--- config.mk ---
export PLATFORM = sky130hd
export DESIGN_NAME = vajl_div
export DESIGN_NICKNAME = d
export VERILOG_FILES = /design/src/hw/rtl/vajl_pkg.sv /design/src/hw/rtl/vajl_div.sv
export SDC_FILE = /design/constraint.sdc
export NUM_CORES = 2
export LEC_CHECK = 0
export ABC_AREA = 1
export BUFFER_PORTS_ARGS = -buffer_cell sky130_fd_sc_hd__buf_2
export CAP_MARGIN = 5
export CORE_ASPECT_RATIO = 0.8
export CORE_MARGIN = 4
export CORE_UTILIZATION = 53
export DETAILED_ROUTE_END_ITERATION = 16
export PLACE_DENSITY = 0.69
export SLEW_MARGIN = 20
export SYNTH_ARGS = -nofsm -noshare
export SYNTH_HDL_FRONTEND = slang
export SYNTH_SLANG_ARGS = --single-unit
--- constraint.sdc ---
create_clock -name clk -period 2.7 [get_ports clk]
set_clock_uncertainty 0.15 [all_clocks]
set_input_delay 0.135 -clock clk [delete_from_list [all_inputs] [get_ports clk]]
set_output_delay 0.135 -clock clk [all_outputs]
set_load 0.02 [all_outputs]
--- src/hw/rtl/vajl_pkg.sv ---
// shared types, constants and helper functions for the velocity limiter
package vajl_pkg;

  localparam int DATA_W    = 24;
  localparam int DIV_STEPS = 24;

  localparam logic [DATA_W-1:0]        ALL_ONES = '1;
  localparam logic signed [DATA_W-1:0] SMAX     = 24'sh7FFFFF;
  localparam logic signed [DATA_W-1:0] SMIN     = 24'sh800000;
  localparam logic signed [DATA_W-1:0] ONE_Q16  = 24'sh010000;

  // register map, one 32-bit word per register
  typedef enum logic [2:0] {
    REG_VEL_FLOOR  = 3'd0,
    REG_VEL_CEIL   = 3'd1,
    REG_ACC_FLOOR  = 3'd2,
    REG_ACC_CEIL   = 3'd3,
    REG_DEC_FLOOR  = 3'd4,
    REG_DEC_CEIL   = 3'd5,
    REG_JERK_FLOOR = 3'd6,
    REG_JERK_CEIL  = 3'd7
  } vajl_reg_t;

  typedef struct packed {
    logic [DATA_W-1:0] vel_floor;
    logic [DATA_W-1:0] vel_ceil;
    logic [DATA_W-1:0] acc_floor;
    logic [DATA_W-1:0] acc_ceil;
    logic [DATA_W-1:0] dec_floor;
    logic [DATA_W-1:0] dec_ceil;
    logic [DATA_W-1:0] jerk_floor;
    logic [DATA_W-1:0] jerk_ceil;
  } vajl_cfg_t;

  // limited velocity plus the command it came from
  typedef struct packed {
    logic signed [DATA_W-1:0] speed;
    logic signed [DATA_W-1:0] cmd;
  } vajl_lim_t;

  // one divider stage
  typedef struct packed {
    logic [DATA_W-1:0]        rem;
    logic [DATA_W-1:0]        nlow;
    logic [DATA_W-1:0]        quo;
    logic [DATA_W-1:0]        div;
    logic                     neg;
    logic                     big;
    logic                     zero;
    logic signed [DATA_W-1:0] speed;
  } vajl_div_t;

  function automatic logic signed [DATA_W-1:0] sat24(input logic signed [27:0] x);
    logic signed [DATA_W-1:0] r;
    if (x > 28'sd8388607) begin
      r = SMAX;
    end else if (x < -28'sd8388608) begin
      r = SMIN;
    end else begin
      r = x[DATA_W-1:0];
    end
    return r;
  endfunction

  // ceiling test first, then floor
  function automatic logic [25:0] clamp_mag(input logic [25:0] m, input logic [25:0] lo,
                                            input logic [25:0] hi, input logic hi_on);
    logic [25:0] r;
    if (hi_on && (m > hi)) begin
      r = hi;
    end else if (m < lo) begin
      r = lo;
    end else begin
      r = m;
    end
    return r;
  endfunction

endpackage

--- src/hw/rtl/vajl_div.sv ---
// pipelined restoring divider for the output to command ratio, one bit per stage
module vajl_div (
  input  logic                 clk,
  input  logic                 rst,
  input  logic                 adv,
  input  logic                 in_valid,
  input  vajl_pkg::vajl_lim_t  in_data,
  output logic                 out_valid,
  output logic signed [23:0]   out_speed,
  output logic signed [23:0]   out_ratio
);
  import vajl_pkg::*;

  vajl_div_t st   [0:DIV_STEPS];
  vajl_div_t step [0:DIV_STEPS-1];
  logic      vld  [0:DIV_STEPS];
  logic [24:0] trial [0:DIV_STEPS-1];

  vajl_div_t setup;
  logic [23:0] abs_v, abs_c;
  logic signed [23:0] ratio_next;
  logic [23:0] q;

  logic               fvld;
  logic signed [23:0] fspeed, fratio;

  // numerator is |v| * 2^16; quotient of 2^24 or more saturates (a zero command gives 1.0)
  always_comb begin
    abs_v       = in_data.speed[23] ? 24'(-25'(in_data.speed)) : 24'(in_data.speed);
    abs_c       = in_data.cmd[23]   ? 24'(-25'(in_data.cmd))   : 24'(in_data.cmd);
    setup.rem   = {8'b0, abs_v[23:8]};
    setup.nlow  = {abs_v[7:0], 16'b0};
    setup.quo   = '0;
    setup.div   = abs_c;
    setup.neg   = in_data.speed[23] ^ in_data.cmd[23];
    setup.big   = {8'b0, abs_v} >= {abs_c, 8'b0};
    setup.zero  = in_data.cmd == '0;
    setup.speed = in_data.speed;
  end

  always_comb begin
    for (int k = 0; k < DIV_STEPS; k++) begin
      trial[k]     = {st[k].rem, st[k].nlow[23]};
      step[k]      = st[k];
      step[k].nlow = {st[k].nlow[22:0], 1'b0};
      if (trial[k] >= {1'b0, st[k].div}) begin
        step[k].rem = 24'(trial[k] - {1'b0, st[k].div});
        step[k].quo = {st[k].quo[22:0], 1'b1};
      end else begin
        step[k].rem = trial[k][23:0];
        step[k].quo = {st[k].quo[22:0], 1'b0};
      end
    end
  end

  // sign and saturate the quotient, or give 1.0 for a zero command
  always_comb begin
    q = st[DIV_STEPS].quo;
    if (st[DIV_STEPS].zero) begin
      ratio_next = ONE_Q16;
    end else if (st[DIV_STEPS].neg) begin
      ratio_next = (st[DIV_STEPS].big || (q > 24'd8388608)) ? SMIN : $signed(~q + 24'd1);
    end else begin
      ratio_next = (st[DIV_STEPS].big || (q > 24'd8388607)) ? SMAX : $signed(q);
    end
  end

  always_ff @(posedge clk) begin
    if (rst) begin
      for (int k = 0; k <= DIV_STEPS; k++) begin
        vld[k] <= 1'b0;
      end
      fvld <= 1'b0;
    end else if (adv) begin
      vld[0] <= in_valid;
      for (int k = 1; k <= DIV_STEPS; k++) begin
        vld[k] <= vld[k-1];
      end
      fvld <= vld[DIV_STEPS];
    end
  end

  always_ff @(posedge clk) begin
    if (adv) begin
      st[0] <= setup;
      for (int k = 1; k <= DIV_STEPS; k++) begin
        st[k] <= step[k-1];
      end
      fspeed <= st[DIV_STEPS].speed;
      fratio <= ratio_next;
    end
  end

  assign out_valid = fvld;
  assign out_speed = fspeed;
  assign out_ratio = fratio;

endmodule

* After elaboration in Yosys (flattened, before gate mapping)
Memory sizes are Yosys's and may differ from the RTL's. A register that Yosys moved wholly into a read port is not among the register bits.
Cells that the tools add are included.
** Cells by class
- Add/sub/neg operators :: 27
- $lt $le $gt $ge :: 27
- Multiplexer cells :: 84
- Bitwise logic cells :: 27
- Reduce and logical (&&, ||, !) cells :: 3
** Operators with widths (number)
- $mux 24 :: 29
- $ge 25x24->1 :: 24
- $sub 24x24->24 :: 24
- $mux 1 :: 55
- $neg 24->24 :: 2
- $ge 24x32->1 :: 1
- $or 1x1->1 :: 25
- $add 24x1->24 const B :: 1
- $gt 24x23->1 const B :: 1
- $gt 24x24->1 const B :: 1
- $logic_not 24->1 :: 1
- $not 24->24 :: 1
- $logic_or 1x1->1 :: 2
- $xor 1x1->1 :: 1
** Storage, ports and cells
- Register bits :: 48
- RAM bits :: 3075
- Bits of input ports :: 52
- Output and inout port bits :: 49
- Word-level logic and storage cells :: 172
- Memories kept :: 2
** Memories
- st :: words 25, width 122, rd ports 25, clocked after memory_dff 0, write ports 25, line vajl_div.sv:14 : vajl_div_t st [0:DIV_STEPS];
- vld :: words 25, width 1, rd ports 25, clocked after memory_dff 1, write ports 25, line vajl_div.sv:16 : logic vld [0:DIV_STEPS];

* Logic depth before layout (Yosys ltp)
An unclocked memory read counts as a cell.
- Depth in word-level cells :: 5
- Mapped depth :: 18
- Depth with buffers taken out :: 18

* Worst setup path before layout
OpenSTA, ideal clock, no wires.
- Path kind :: in2reg
- Start point :: input in_data[25] in the netlist's numbering
- End point :: memory st[0][25] in the netlist's numbering (data pin)
- Library setup time :: 255 ps
- Arrival time :: 2043 ps
- Required time :: 2295 ps
- Setup slack :: 253 ps
- Cell stages on the path :: 17
- Cell sequence :: nor2_1 nand2_1 inv_1 nand4_1 nor3_2 inv_1 o21ai_1 xor2_1 ha_1 nand2_1 inv_1 o21ai_0 nand2_1 a21oi_1 nand2_1 a21oi_1 nor2_1
** RTL lines
- start, declared :: line vajl_div.sv:7 : input vajl_pkg::vajl_lim_t in_data,
- end, declared :: line vajl_div.sv:14

==> run summary <==
CP cell instances = ha_1 > a21oi_1 > o21ai_0 > nor2_1 > nand2_1 > nor2_1 > nand3_2 > buf_12 > o21ai_0
Post-synth top flop = edfxtp_1
Register area share after synthesis = 0.5896
Total Nets Final = 13020
Fin crit share = 1.010
Synth Cell Area = 113100 um^2
Slowest cell on crit path = edfxtp_1
Clk Latency, worst-skew pair = 0.89 ns
Hold Crit Start = in_data[22]
Worst rel slew slack = 0.4464
Place WS = -0.4496 ns
Req. time, crit path = 3.19 ns
Library cells used by synthesis = 58
Buffers on Ports = 100
Hold path cells = 4
RSZ-0062 raised after global routing = yes
WL/cell = 20.01 um
Crit path arrival time = 3.21 ns
Endpoint class of the critical path = flip-flop
Gr usage total = 0.2706
Die area = 220900 um^2
Clock power share = 0.215
Area grow syn2layout = 18.43%
Layout cell share with drive strength beyond 1 = 0.1460
Core ar. = 212000 um^2
Top cell type by total area after synthesis = edfxtp_1
DRT iter0 DRCs = 8281
Combinational fraction of design power = 0.429
Crit start category = flip-flop
First-pass GRT wire length = 469400 um
Cell-internal power = 87.62 mW
Fill count = 17020
R2r startpoint = st[0][1095]
Vias post-DR = 83400
H-tree lvl count = 4
Async SR Flop Fraction = 0
Worst-Margin Slew = 0.8197 ns
# setup viols final = 1
Clk sink count = 2221
Yosys warns = 0
Top-count cell post-synth = nand2_1
Final worst slack = -0.02690 ns
First-pass DRT Iterations = 7
R2r worst-path depth = 9
Largest stage delay, worst path = 0.48 ns
DP HPWL = 235700 um
Vias in the first global route = 80370
CP Max Fanout = 27
Yosys reg bits = 2221
Final Util = 0.6319
CP Capture Point = st[0][1202]
# IOs = 101
Yosys top cell area share = 0.5894
Commonest cells in the netlist = 2462 x nand2_1, 2220 x edfxtp_1, 1706 x inv_1, 777 x nor2_1, 653 x a21oi_1
Initial antenna violation count = 4
Setup crit start = st[0][1095]
Setup TNS Final = -0.02690 ns
Clock Path Buffers = 4
Mean area per synthesized cell = 10.22 um^2
Psw = 54.55 mW
Grt total ovfl = 0
Rows = 151
Total Power = 142.2 mW
Final hold violations = 0
Die Ht = 421.2 um
CP Class = reg2reg
Synthesized netlist cell count = 11070
Tmin final = 2.727 ns
Largest net degree at the start of global routing = 95
PD cells = 1061 nW/um^2
Post-synth EDFFs = 2220
Achievable frequency = 366.7 MHz
CTS tree = built
Worst-path clk slew = 0.07 ns
Detail Route Antenna Nets = 0
Drt drc = 0
Failing checks = negative setup slack
Routed WL = 307300 um
Net count after synthesis = 11730
Class of the worst hold path = in2reg
Sw Share = 0.3837
Worst flop-to-flop path endpoint = st[0][1202]
CTS buffer count = 220
R2R Setup Slk = -0.03 ns
Synth area leaders = edfxtp_1 59%, nand2_1 8.2%, ha_1 6.5%
Sequential share of power = 0.356
CTS root buf = clkbuf_16
Max Cap Viol = 0
Vias per cell = 5.430
Initial core utilization = 0.5335
GPL Wtd Cong = 0.9814
Die width = 524.5 um
Status = complete, but fails checks
Lkg Pwr = 58.36 nW
Worst vdd ir = 677.2 uV
Max Slew Vio Count = 0
## flip-flops by register name, indices dropped and copies added (netlist names)
name and count:
st 2147, vld 25, out_ratio 24, out_speed 24
out_valid 1
## timing repair
action | in CTS | in global routing
setup endpoints to repair | 80 | 459
gates resized for setup | 25 | 268
pin swaps | 5 | 49
hold buffers | 112 | 3
setup buffers | 2 | 45
gates cloned | 1 | 7
hold endpoints to repair | 1319 | 6
## worst min-delay path by stage
stage	endpoint	slack, ns
after floorplan	st[0][10]	0.08
after global placement	st[0][17]	0.20
after detailed placement	st[0][17]	0.20
after CTS	st[0][9]	0.002
after global routing	st[0][21]	0.05
final	st[0][49]	0.07
## layout make-up
type / count / area [um^2] / share of cell area
clock buffer: 263 / 5709 / 0.04262
tap: 2830 / 3541 / 0.02643
clock inverter: 133 / 1426 / 0.01065
inverter: 1714 / 6436 / 0.04805
antenna: 3 / 7.507 / 0.00005605
multi-input combinational: 6988 / 40140 / 0.2996
sequential: 2221 / 66680 / 0.4978
timing repair buffer: 1209 / 10010 / 0.07471
## layout by cell type, fill, tap and decap left out, types with 20 or more instances in the layout
master / netlist / final
dlygate4sd3_1: 0 / 108
xor2_1: 283 / 281
clkinv_2: 0 / 32
clkinv_1: 0 / 42
a21oi_2: 14 / 80
edfxtp_1: 2220 / 2220
o21ai_0: 439 / 403
a21oi_1: 653 / 586
o21ai_2: 20 / 30
a21o_1: 35 / 35
nand3_2: 25 / 29
nand3_1: 531 / 524
nor2_1: 777 / 736
xnor2_1: 103 / 103
clkbuf_16: 0 / 226
o21ai_1: 171 / 197
o21bai_1: 37 / 35
nand4_1: 418 / 418
nand3b_1: 50 / 50
ha_1: 587 / 540
nand2_1: 2462 / 2440
nor3_1: 136 / 126
buf_12: 0 / 63
fa_1: 23 / 20
buf_4: 18 / 926
clkbuf_1: 39 / 41
buf_2: 38 / 99
ha_4: 0 / 32
o21a_1: 34 / 34
nor2_4: 13 / 21
inv_1: 1706 / 1703
bufinv_16: 0 / 25
nand2_2: 24 / 43
nor2_2: 35 / 68
## stage by stage
step	hold slack, ns	cell area, um^2	instances
floorplan	0.08387	113100	11070
global placement	0.2003	124000	14800
detailed placement	0.1969	124000	14800
CTS	0.001920	132400	15310
global route	0.04926	133900	15360
finish	0.07498	133900	15360
## power by group through the flow
stage	logic [mW]	clock network (mW)	registers [mW]
after floorplan	37.0	0	48.8
after global placement	56.8	0	51.0
after detailed placement	57.4	0	51.1
after CTS	58.2	31.3	50.5
after global routing	67.5	32.9	51.0
final	61.0	30.6	50.6
## worst max-delay path, delay by kind of cell (launching register included)
kind	cells	cell delay, ns
compound gates	3	0.75
flops	1	0.48
buf+inv	1	0.18
simple gates	4	0.50
fa+ha+maj	1	0.41
## cells by family after synthesis
group / count (synthesis) / synth area share
AND/OR/NAND/NOR: 4546 / 0.1771
flip-flops: 2221 / 0.5896
buffers and inverters: 1860 / 0.06600
AO/OA/AOI/OAI: 1444 / 0.06841
adder cells (fa/ha/maj): 610 / 0.06901
XOR/XNOR: 386 / 0.02989
## layer usage
| layer | vias to the layer above | GRT usage | routed length (um) |
|---|---|---|---|
| li1 | 40450 | - | - |
| met1 | 39690 | 0.4134 | 146400 |
| met2 | 2786 | 0.4106 | 132900 |
| met3 | 482 | 0.03670 | 19780 |
| met4 | 2 | 0.06614 | 8181 |
| met5 | - | 0 | 13 |
(Power assumes the default switching activity.)
